File: src/sv/adt_pkg.sv
// -----------------------------------------------------------------------------
// adt_pkg
// Shared types, codes and constants of the alert de-duplication table.
// -----------------------------------------------------------------------------
`timescale 1ns / 1ps

package adt_pkg;

  localparam int          SLOTS_DEF    = 24;
  localparam int          ADDR_W       = 24;
  localparam int          TIME_W       = 32;
  localparam int          KIND_W       = 2;
  localparam int          SLOT_W       = ADDR_W + TIME_W;
  localparam logic [31:0] EXPIRY_RESET = 32'd600000;

  // item modes
  localparam logic [1:0] MODE_AIRCRAFT = 2'd0;
  localparam logic [1:0] MODE_CONSUME  = 2'd1;
  localparam logic [1:0] MODE_CLEAR    = 2'd2;

  // alert kinds, ordered by priority
  localparam logic [KIND_W-1:0] KIND_NONE      = 2'd0;
  localparam logic [KIND_W-1:0] KIND_NOTABLE   = 2'd1;
  localparam logic [KIND_W-1:0] KIND_MILITARY  = 2'd2;
  localparam logic [KIND_W-1:0] KIND_EMERGENCY = 2'd3;

  typedef struct packed {
    logic [1:0]        mode;
    logic [ADDR_W-1:0] aircraft_address;
    logic              address_present;
    logic [2:0]        alert_bits;
    logic [TIME_W-1:0] now_ms;
    logic              sweep_last;
  } adt_in_t;

  typedef struct packed {
    logic              announced;
    logic [KIND_W-1:0] item_kind;
    logic [KIND_W-1:0] pending_kind;
    logic [KIND_W-1:0] taken_kind;
    logic              sweep_done;
  } adt_out_t;

  // one remembered aircraft as held in the slot memory
  typedef struct packed {
    logic [ADDR_W-1:0] addr;
    logic [TIME_W-1:0] stamp;
  } slot_t;

  // highest alert bit wins
  function automatic logic [KIND_W-1:0] kind_of(input logic [2:0] bits);
    logic [KIND_W-1:0] k;
    if (bits[2]) begin
      k = KIND_EMERGENCY;
    end else if (bits[1]) begin
      k = KIND_MILITARY;
    end else if (bits[0]) begin
      k = KIND_NOTABLE;
    end else begin
      k = KIND_NONE;
    end
    return k;
  endfunction

endpackage

File: src/sv/adt_ram.sv
// -----------------------------------------------------------------------------
// adt_ram
// Generic single-write, single-read RAM with registered read data.
// -----------------------------------------------------------------------------
`timescale 1ns / 1ps

module adt_ram #(
  parameter int WIDTH = 8,
  parameter int DEPTH = 16,
  localparam int AW   = (DEPTH > 1) ? $clog2(DEPTH) : 1
) (
  input  logic             clk,
  input  logic             we,
  input  logic [AW-1:0]    waddr,
  input  logic [WIDTH-1:0] wdata,
  input  logic [AW-1:0]    raddr,
  output logic [WIDTH-1:0] rdata
);

  logic [WIDTH-1:0] mem [DEPTH];

  // write port
  always_ff @(posedge clk) begin
    if (we) begin
      mem[waddr] <= wdata;
    end
  end

  // registered read port
  always_ff @(posedge clk) begin
    rdata <= mem[raddr];
  end

endmodule

File: src/sv/alert_dedup_table_top.sv
// Consume/clear/other items and skipped aircraft go straight to ST_FIN, which hands the
// result to the output register once it is free. Aircraft lookup walks the slot memory
// one read per cycle: a recent match refreshes that slot's time and ends the walk; a miss
// or expired match adds an insertion walk. One item in flight; in_ready is high only when
// idle, so a new item is not taken before the last result reaches the output register.
// Reset (synchronous, rst_n low) empties the table via per-slot valid flops, clears the
// pending kind and loads expiry_r with 600000; no clearing pass follows.
// -----------------------------------------------------------------------------
// alert_dedup_table_top
// Recently-seen filter with expiry for aircraft alerts, one shared compare
// unit stepped over the slot memory by a small sequencer.
// -----------------------------------------------------------------------------
`timescale 1ns / 1ps

module alert_dedup_table_top
  import adt_pkg::*;
#(
  parameter int SLOTS = SLOTS_DEF
) (
  input  logic        clk,
  input  logic        rst_n,
  input  logic        in_valid,
  output logic        in_ready,
  input  adt_in_t     in_data,
  output logic        out_valid,
  input  logic        out_ready,
  output adt_out_t    out_data,
  input  logic        cfg_we,
  input  logic [31:0] cfg_wdata
);

  localparam int IDX_W = (SLOTS > 1) ? $clog2(SLOTS) : 1;
  localparam int CNT_W = $clog2(SLOTS + 1);
  localparam logic [IDX_W-1:0] LAST_IDX = IDX_W'(SLOTS - 1);
  localparam logic [CNT_W-1:0] CNT_END  = CNT_W'(SLOTS);

  typedef enum logic [3:0] {
    ST_IDLE = 4'b0001,
    ST_LOOK = 4'b0010,
    ST_INS  = 4'b0100,
    ST_FIN  = 4'b1000
  } state_t;

  state_t            state_r, state_nxt;
  logic [CNT_W-1:0]  cnt_r, cnt_nxt;
  logic              cmp_vld_r, cmp_vld_nxt;
  logic [IDX_W-1:0]  cmp_idx_r, cmp_idx_nxt;
  logic              have_best_r, have_best_nxt;
  logic [IDX_W-1:0]  best_idx_r, best_idx_nxt;
  logic [TIME_W-1:0] best_time_r, best_time_nxt;
  adt_in_t           item_r, item_nxt;
  adt_out_t          res_r, res_nxt;
  logic [KIND_W-1:0] pending_r, pending_nxt;
  logic [SLOTS-1:0]  valid_r, valid_nxt;
  logic [31:0]       expiry_r, expiry_nxt;
  logic              out_valid_r, out_valid_nxt;
  adt_out_t          out_data_r, out_data_nxt;

  logic              ram_we;
  logic [IDX_W-1:0]  ram_waddr;
  slot_t             ram_wslot;
  logic [IDX_W-1:0]  ram_raddr;
  logic [SLOT_W-1:0] ram_rdata;

  slot_t             rd_slot;
  logic              hit;
  logic [TIME_W-1:0] age;
  logic              expired;
  logic              take;
  logic [IDX_W-1:0]  ins_idx;
  logic              do_insert;
  logic [KIND_W-1:0] item_kind;

  adt_ram #(
    .WIDTH (SLOT_W),
    .DEPTH (SLOTS)
  ) u_slot_ram (
    .clk   (clk),
    .we    (ram_we),
    .waddr (ram_waddr),
    .wdata (ram_wslot),
    .raddr (ram_raddr),
    .rdata (ram_rdata)
  );

  // shared compare unit on the slot read back this cycle
  always_comb begin
    rd_slot = slot_t'(ram_rdata);
    hit     = cmp_vld_r && valid_r[cmp_idx_r] && (rd_slot.addr == item_r.aircraft_address);
    age     = item_r.now_ms - rd_slot.stamp;
    expired = age > expiry_r;
    take    = !have_best_r || (rd_slot.stamp < best_time_r);
  end

  assign item_kind = kind_of(in_data.alert_bits);

  // sequencer
  always_comb begin
    state_nxt     = state_r;
    cnt_nxt       = cnt_r;
    cmp_vld_nxt   = 1'b0;
    cmp_idx_nxt   = cmp_idx_r;
    have_best_nxt = have_best_r;
    best_idx_nxt  = best_idx_r;
    best_time_nxt = best_time_r;
    item_nxt      = item_r;
    res_nxt       = res_r;
    pending_nxt   = pending_r;
    valid_nxt     = valid_r;
    expiry_nxt    = expiry_r;
    out_valid_nxt = out_valid_r;
    out_data_nxt  = out_data_r;
    ram_we        = 1'b0;
    ram_waddr     = cmp_idx_r;
    ram_wslot     = '{addr: item_r.aircraft_address, stamp: item_r.now_ms};
    ram_raddr     = '0;
    do_insert     = 1'b0;
    ins_idx       = cmp_idx_r;

    // drop a beat the sink has taken
    if (out_valid_r && out_ready) begin
      out_valid_nxt = 1'b0;
    end

    if (cfg_we) begin
      expiry_nxt = cfg_wdata;
    end

    // issue one slot read per cycle while walking the table
    if ((state_r == ST_LOOK || state_r == ST_INS) && cnt_r != CNT_END) begin
      ram_raddr   = cnt_r[IDX_W-1:0];
      cnt_nxt     = cnt_r + 1'b1;
      cmp_vld_nxt = 1'b1;
      cmp_idx_nxt = cnt_r[IDX_W-1:0];
    end

    case (state_r)
      ST_IDLE: begin
        if (in_valid) begin
          item_nxt           = in_data;
          res_nxt            = '0;
          res_nxt.sweep_done = in_data.sweep_last;
          res_nxt.pending_kind = pending_r;
          state_nxt          = ST_FIN;
          case (in_data.mode)
            MODE_AIRCRAFT: begin
              res_nxt.item_kind = item_kind;
              if (item_kind != KIND_NONE && in_data.address_present) begin
                state_nxt   = ST_LOOK;
                cnt_nxt     = '0;
                cmp_vld_nxt = 1'b0;
              end
            end
            MODE_CONSUME: begin
              res_nxt.taken_kind   = pending_r;
              res_nxt.pending_kind = KIND_NONE;
              pending_nxt          = KIND_NONE;
            end
            MODE_CLEAR: begin
              res_nxt.pending_kind = KIND_NONE;
              pending_nxt          = KIND_NONE;
              valid_nxt            = '0;
            end
            default: begin
              res_nxt.pending_kind = pending_r;
            end
          endcase
        end
      end

      ST_LOOK: begin
        if (hit) begin
          // refresh the matching slot's time
          ram_we    = 1'b1;
          ram_waddr = cmp_idx_r;
          if (expired) begin
            state_nxt     = ST_INS;
            cnt_nxt       = '0;
            cmp_vld_nxt   = 1'b0;
            have_best_nxt = 1'b0;
          end else begin
            state_nxt = ST_FIN;
          end
        end else if (cmp_vld_r && cmp_idx_r == LAST_IDX) begin
          state_nxt     = ST_INS;
          cnt_nxt       = '0;
          cmp_vld_nxt   = 1'b0;
          have_best_nxt = 1'b0;
        end
      end

      ST_INS: begin
        if (cmp_vld_r) begin
          if (!valid_r[cmp_idx_r]) begin
            // first empty slot wins
            do_insert = 1'b1;
            ins_idx   = cmp_idx_r;
          end else begin
            if (take) begin
              have_best_nxt = 1'b1;
              best_idx_nxt  = cmp_idx_r;
              best_time_nxt = rd_slot.stamp;
            end
            if (cmp_idx_r == LAST_IDX) begin
              do_insert = 1'b1;
              ins_idx   = take ? cmp_idx_r : best_idx_r;
            end
          end
        end
        if (do_insert) begin
          ram_we               = 1'b1;
          ram_waddr            = ins_idx;
          valid_nxt[ins_idx]   = 1'b1;
          res_nxt.announced    = 1'b1;
          if (res_r.item_kind > pending_r) begin
            pending_nxt          = res_r.item_kind;
            res_nxt.pending_kind = res_r.item_kind;
          end else begin
            res_nxt.pending_kind = pending_r;
          end
          state_nxt            = ST_FIN;
        end
      end

      ST_FIN: begin
        // hand the result to the output register once it is free
        if (!out_valid_r || out_ready) begin
          out_valid_nxt = 1'b1;
          out_data_nxt  = res_r;
          state_nxt     = ST_IDLE;
        end
      end

      default: begin
        state_nxt = ST_IDLE;
      end
    endcase
  end

  // control state
  always_ff @(posedge clk) begin
    if (!rst_n) begin
      state_r     <= ST_IDLE;
      cnt_r       <= '0;
      cmp_vld_r   <= 1'b0;
      have_best_r <= 1'b0;
      pending_r   <= KIND_NONE;
      valid_r     <= '0;
      expiry_r    <= EXPIRY_RESET;
      out_valid_r <= 1'b0;
    end else begin
      state_r     <= state_nxt;
      cnt_r       <= cnt_nxt;
      cmp_vld_r   <= cmp_vld_nxt;
      have_best_r <= have_best_nxt;
      pending_r   <= pending_nxt;
      valid_r     <= valid_nxt;
      expiry_r    <= expiry_nxt;
      out_valid_r <= out_valid_nxt;
    end
  end

  // payload
  always_ff @(posedge clk) begin
    cmp_idx_r   <= cmp_idx_nxt;
    best_idx_r  <= best_idx_nxt;
    best_time_r <= best_time_nxt;
    item_r      <= item_nxt;
    res_r       <= res_nxt;
    out_data_r  <= out_data_nxt;
  end

  assign in_ready  = (state_r == ST_IDLE);
  assign out_valid = out_valid_r;
  assign out_data  = out_data_r;

endmodule

File: config.mk
export PLATFORM = sky130hd
export DESIGN_NAME = alert_dedup_table_top
export DESIGN_NICKNAME = d
export VERILOG_FILES = /design/src/sv/adt_pkg.sv /design/src/sv/adt_ram.sv /design/src/sv/alert_dedup_table_top.sv
export SDC_FILE = /design/constraint.sdc
export NUM_CORES = 2
export LEC_CHECK = 0
export BUFFER_PORTS_ARGS = -buffer_cell sky130_fd_sc_hd__buf_2
export CAP_MARGIN = 20
export CORE_UTILIZATION = 45
export CTS_CLUSTER_SIZE = 10
export DETAILED_ROUTE_END_ITERATION = 7
export GPL_ROUTABILITY_DRIVEN = 0
export PLACE_DENSITY = 0.58
export SLEW_MARGIN = 25
export SYNTH_ARGS = -nofsm -noshare
export SYNTH_HDL_FRONTEND = slang
export SYNTH_SLANG_ARGS = --single-unit
File: constraint.sdc
create_clock -name clk -period 7.48 [get_ports clk]
set_input_delay 1.496 -clock clk [delete_from_list [all_inputs] [get_ports clk]]
set_output_delay 1.496 -clock clk [all_outputs]
set_load 0.005 [all_outputs]
======== Word level (Yosys, flattened, before mapping) ========
Memories as Yosys holds them, arrays and structs flattened. A register that Yosys moved wholly into a read port is not among the register bits.
Index checks and enable logic that the tools add are counted.
word-level totals
  word-level logic and storage cells ...... 150
  bits in registers ....................... 184
  memories ................................ 1
  bits in writable memories ............... 1344
  output and inout port bits .............. 10
  input port bits ......................... 100
operators by class
  reduce and logical (&&, ||, !) cells .... 25
  add/sub/neg operators ................... 2
  equal/unequal tests ..................... 18
  bitwise operators ....................... 1
  magnitude comparators ................... 6
  multiplexer cells ....................... 74
memories
  memory          depth  bits a word  read ports  clocked after memory_dff  wr ports  RTL line       source
  u_slot_ram.mem  24     56           1           1                         1         adt_ram.sv:20  logic [WIDTH-1:0] mem [DEPTH];
operators with widths
  operator                                                                       number
  5-bit two-way mux                                                              15
  24-bit two-way mux                                                             3
  24-bit case mux with 2 select lines                                            1
  32-bit greater-than comparator                                                 1
  32-bit less-than comparator                                                    1
  4-bit two-way mux                                                              8
  32-bit subtractor                                                              1
  1-bit two-way mux                                                              28
  24-bit == test                                                                 1
  24-bit bitwise OR                                                              1
  2-bit two-way mux                                                              8
  4-bit case mux with 4 select lines                                             1
  5-bit by 6-bit less-than comparator with 1-bit output (second input constant)  2
  4-bit AND reduction                                                            3
  2-bit inequality test (second input constant)                                  5
  5-bit case mux with 2 select lines                                             1
  8-bit two-way mux                                                              1
  1-bit case mux with 2 select lines                                             4
  2-bit case mux with 2 select lines                                             2
  1-bit logical AND                                                              7
  3-bit AND reduction                                                            2
  6-bit AND reduction                                                            1
  2-bit nonzero test                                                             3
  5-bit by 1-bit adder with 5-bit output (second input constant)                 1
  other kinds (20)                                                               25

======== Longest topological paths before layout ========
  depth after elaboration ................. 14
  depth in mapped cells ................... 22
  depth with buffers taken out ............ 22

======== By module ========
Synthesis repeated with hierarchy kept, for this count alone.
unflattened totals
  cells, all modules ...................... 3676
  area total of the unflattened synthesis .. 63334.5 sq um
by module, submodules not included
  module                 seq. area each (sq um)  times used  area an instance (sq um)  cells each
  adt_ram                41479.8                 1           53043.4                   2685
  alert_dedup_table_top  4824.6                  1           10291.1                   991

======== Worst setup path after synthesis ========
Ideal clock, no wire load.
  path type ............................... input -> register
  from .................................... in in_valid
  to ...................................... reg valid_r[10]
  setup time .............................. 0.117 ns
  setup slack ............................. 1.979 ns
  path buffers ............................ 1
  cell stages on the path ................. 5
  required time ........................... 7.363 ns
  arrival time ............................ 5.384 ns
  cell sequence ........................... inv_1 -> nor2_1 -> a31oi_1 -> clkbuf_1 -> a22o_1
on the way
  word-level cells in the longest chain between the ends .. 2
RTL lines
  item                             RTL line                      source
  start: declaration               alert_dedup_table_top.sv:22   input logic in_valid,
  2-bit inequality test (no line)  n/a
  4-bit AND reduction (no line)    n/a
  end signal: assignment           alert_dedup_table_top.sv:257  valid_r <= valid_nxt;
  end: declaration                 alert_dedup_table_top.sv:54   logic [SLOTS-1:0] valid_r, valid_nxt;
No other way between the ends.
A chain may end at the register's enable or synchronous reset.

======== Worst setup path after layout ========
  from .................................... reg item_r[1] (netlist name)
  to ...................................... reg cnt_r[4]
on the way
  word-level cells in the longest chain between the ends .. 5
RTL lines
  item                                RTL line                      source
  start: declaration                  alert_dedup_table_top.sv:51   adt_in_t item_r, item_nxt;
  start signal: assignment            alert_dedup_table_top.sv:268  item_r <= item_nxt;
  32-bit subtractor                   alert_dedup_table_top.sv:90   age = item_r.now_ms - rd_slot.stamp;
  32-bit greater-than comparator      alert_dedup_table_top.sv:91   expired = age > expiry_r;
  5-bit two-way mux                   alert_dedup_table_top.sv:176  if (expired) begin
  5-bit two-way mux                   alert_dedup_table_top.sv:172  if (hit) begin
  5-bit case mux with 2 select lines  alert_dedup_table_top.sv:137  case (state_r)
  end signal: assignment              alert_dedup_table_top.sv:253  cnt_r <= cnt_nxt;
  end: declaration                    alert_dedup_table_top.sv:45   logic [CNT_W-1:0] cnt_r, cnt_nxt;
No other way between the ends.

==> parameters.txt <==
Parameter                              Value

Global routing
  Largest net degree at the start of global routing    108
  Vias in the first global route    32800
  Antenna violations before repair    3
  Global route total overflow    0
  GRT Overall Usage    22.1%
  Global-route wire length before repair    225 mm

Drt
  Total wire length after detailed routing    154 mm
  Initial DRC count    3072
  Detailed-route wire length per cell    28.4 um
  Count of vias placed by the detailed router    31600
  Remaining design rule violation count    0
  Antenna violation net count after detailed routing    0
  Number of iterations in the first detailed-routing pass    5
  Detailed-route vias per instance    5.82

Final layout
  # diodes    0
  Most frequent cells in the layout    sky130_fd_sc_hd__edfxtp_1, sky130_fd_sc_hd__mux4_2, sky130_fd_sc_hd__clkbuf_16
  Number of filler instances in the final layout    10900
  Layout area overhead    13.7%
  Fraction of final layout cells sized beyond drive strength 1    23.5%
  Footprint of the multi-input gates    15700 um2
  Most common library cell in the layout ignoring fill and taps    sky130_fd_sc_hd__edfxtp_1
  Storage cell area    46300 um2
  Number of nets in the finished design    3640

Critical path
  Required time of the worst setup path    8.17 ns
  Stage delay of the slowest cell on the critical path    0.67 ns
  Library cell appearing most often on the critical path    sky130_fd_sc_hd__a21o_1
  Largest fanout of any net on the critical path    25
  Cell-by-cell listing of the critical path    inv_1 > ha_1 > inv_1 > fa_1 > a21oi_1 > nor2b_1 > a311oi_1 > o211ai_1 > nand3b_1 > a31oi_1 > a21o_1 > a21oi_1 > xnor2_1 > ha_1 > a21o_1 > a21o_1 > a21o_1 > a211oi_1 > o22a_1 > a21o_1 > mux2i_1 > a21oi_1
  Slowest cell on the critical path    sky130_fd_sc_hd__edfxtp_1
  Endpoint class of the critical path    flop
  CP arrival    6.34 ns
  Worst Setup Start Kind    flop
  Type of the worst setup path    flop to flop

Timing
  Post-route clock period utilization    75.5%
  Clock Skew    0.0382 ns
  Count of final max-slew check failures    0
  Achievable clock frequency    177 MHz
  Setup repair after global routing missed its margin    no
  Final count of hold timing violations    0
  Final critical-path setup slack    1.83 ns
  Worst max-slew margin expressed relative to the limit    26.4%
  Time the final worst path needs with I/O delays and setup    5.65 ns
  Total setup violations reported at the end of the flow    0
  Transition time of the tightest slew-check pin    1.10 ns
  Final sum of negative setup slack    0 ns

CTS
  Post-cts hold buffer count    0
  Buffer cell driving the clock tree root    sky130_fd_sc_hd__clkbuf_16
  Sink Count    1584
  Insertion delay of the later-clocked pin in the worst-skew pair    0.81 ns
  Post-CTS repair timing setup buffer count    0
  Post-cts repair resize count    0
  CTS tree    yes
  Clock-pin slew reported for the worst setup and hold paths after clock tree synthesis    0.05 ns
  H-tree level count    4
  Buffers from clock root to sink, at most    3
  TritonCTS buffer count    179

Power
  Worst VDD drop    0.000215 V
  Total power density per cell area    279 nW/um2
  Leakage power summed over all cells    0.0244 uW
  Total power of the final layout    19900 uW

Job
  Max-capacitance violation count    0

Logic synthesis
  Average size of a mapped cell    19.6 um2
  Number of standard cells after synthesis    3212
  Proportion of synthesized chip area in sequential cells    73.7%
  Predominant post-synthesis flop cell    sky130_fd_sc_hd__edfxtp_1
  Cell variety after synth    77
  Post-Syn Area    62800 um2
  Post-synth ARST share    0%
  Synth warn    0
  Number of nets in the synthesized netlist    3416
  Number of flops mapped to enable cells by yosys    1458
  #FFs+latches synth    1584

Place
  Count of buffers inserted at the top-level ports    109
  Setup Slack @ Placement    1.95 ns
  Half-perimeter wire length after detailed placement    83.7 mm

Floorplanning
  Number of top-level pins    110
  Die span in y    376 um
  Starting density of the core    45.5%
  Area of the die    141000 um2
  Placeable Area    138000 um2
  Number of cell rows    136
  Die width    376 um

Min path
  Class of the tightest hold or removal check    flop to flop

Outcome
  Run status    completed
-- cells by family after synthesis --
group / after synthesis / share of synthesized area, %
muxes: 544 / 15.6
xor gates and xnor gates: 52 / 0.725
buffers and inverters: 264 / 1.80
AOI/OAI and AO/OA: 342 / 3.64
adders and majority gates: 104 / 2.08
and+or+nand+nor: 322 / 2.41
DFF: 1584 / 73.7
-- critical path: cells and delay by family (launching register included) --
| family | cells | cell delay [ns] |
|---|---|---|
| DFF | 1 | 0.67 |
| AOI/OAI and AO/OA | 13 | 3.05 |
| muxes | 1 | 0.24 |
| xor gates and xnor gates | 1 | 0.15 |
| and+or+nand+nor | 2 | 0.30 |
| adders and majority gates | 3 | 0.87 |
| buffers and inverters | 2 | 0.23 |
-- cell usage after synthesis, types with 6 or more instances --
master / count / area [um2]
sky130_fd_sc_hd__nand4_1: 16 / 100
sky130_fd_sc_hd__o211ai_1: 70 / 526
sky130_fd_sc_hd__xnor2_1: 22 / 193
sky130_fd_sc_hd__a22o_1: 12 / 105
sky130_fd_sc_hd__buf_1: 14 / 52.6
sky130_fd_sc_hd__nor2_1: 91 / 342
sky130_fd_sc_hd__xor2_1: 30 / 263
sky130_fd_sc_hd__buf_6: 11 / 124
sky130_fd_sc_hd__buf_4: 7 / 52.6
sky130_fd_sc_hd__o21ai_1: 65 / 325
sky130_fd_sc_hd__mux2i_1: 140 / 1400
sky130_fd_sc_hd__a21oi_1: 49 / 245
sky130_fd_sc_hd__mux2_2: 61 / 687
sky130_fd_sc_hd__a31oi_1: 9 / 56.3
sky130_fd_sc_hd__nor4_1: 7 / 43.8
sky130_fd_sc_hd__and2_1: 7 / 43.8
sky130_fd_sc_hd__mux4_2: 343 / 7720
sky130_fd_sc_hd__a211oi_1: 6 / 45.0
sky130_fd_sc_hd__o21ai_0: 35 / 175
sky130_fd_sc_hd__inv_1: 122 / 458
sky130_fd_sc_hd__clkbuf_1: 83 / 312
sky130_fd_sc_hd__nor3_1: 8 / 40.0
sky130_fd_sc_hd__and3_1: 13 / 81.3
sky130_fd_sc_hd__dfxtp_1: 126 / 2520
sky130_fd_sc_hd__a21o_1: 42 / 315
sky130_fd_sc_hd__nand3_1: 20 / 100
sky130_fd_sc_hd__buf_2: 25 / 125
sky130_fd_sc_hd__edfxtp_1: 1458 / 43800
sky130_fd_sc_hd__nand2_1: 113 / 424
sky130_fd_sc_hd__o21a_1: 8 / 60.1
sky130_fd_sc_hd__nor2b_1: 14 / 87.6
sky130_fd_sc_hd__nand2b_1: 7 / 43.8
sky130_fd_sc_hd__ha_1: 103 / 1290
-- path summary, 6_finish.rpt --
| check | start | endpoint | slack, ns | cells past startpoint |
|---|---|---|---|---|
| hold reg to reg | res_r[2] | out_data[2] | 0.42 | 0 |
| setup / recovery | item_r[1] | cnt_r[4] | 1.83 | 22 |
| hold / removal | res_r[2] | out_data[2] | 0.42 | 0 |
| setup reg to reg | item_r[1] | cnt_r[4] | 1.83 | 22 |
-- sequential cells by signal, indices dropped and copies added, names as in the netlist --
register          cells
state_r               4
cnt_r                 5
out_data              8
cmp_vld_r             1
best_time_r          32
res_r                 8
out_valid             1
pending_r             2
expiry_r             32
u_slot_ram.rdata     56
u_slot_ram.mem     1344
cmp_idx_r             5
have_best_r           1
valid_r              24
item_r               56
best_idx_r            5
-- layout make-up --
cell class	count	share of cell area [%]
well taps	1863	3.26
clock buffers	297	6.95
multi-input cells	1364	21.9
repair buffers	183	2.00
flip-flops and latches	1584	64.8
inverters	124	0.652
clock inverters	17	0.377
-- through the flow --
step | util, % | hold WS (ns) | cells | instance area, um2
4_1_cts | 51.7 | 0.419 | 5430 | 71400
3_3_place_gp | 47.9 | 0.407 | 5113 | 66100
2_1_floorplan | - | 0.400 | 3212 | 62800
5_1_grt | 51.8 | 0.431 | 5432 | 71400
6_report | 51.8 | 0.419 | 5432 | 71400
3_5_place_dp | 47.9 | 0.407 | 5116 | 66100
-- layer usage --
metal | part of all wire (%) | wire, um | up-vias | GRT usage, %
li1 | - | - | 13500 | -
met1 | 44 | 67400 | 16800 | 31.2
met2 | 48 | 74700 | 1091 | 35.7
met3 | 5.7 | 8810 | 237 | 3.66
met4 | 2.3 | 3550 | 2 | 6.14
met5 | 0.0058 | 9 | - | 0
-- where the power goes --
part           switching [uW]  internal [uW]
sequential                534          10300
combinational             694            386
clock                    3400           4550
total                    4630          15300
Power figures use the tool's default switching activity.
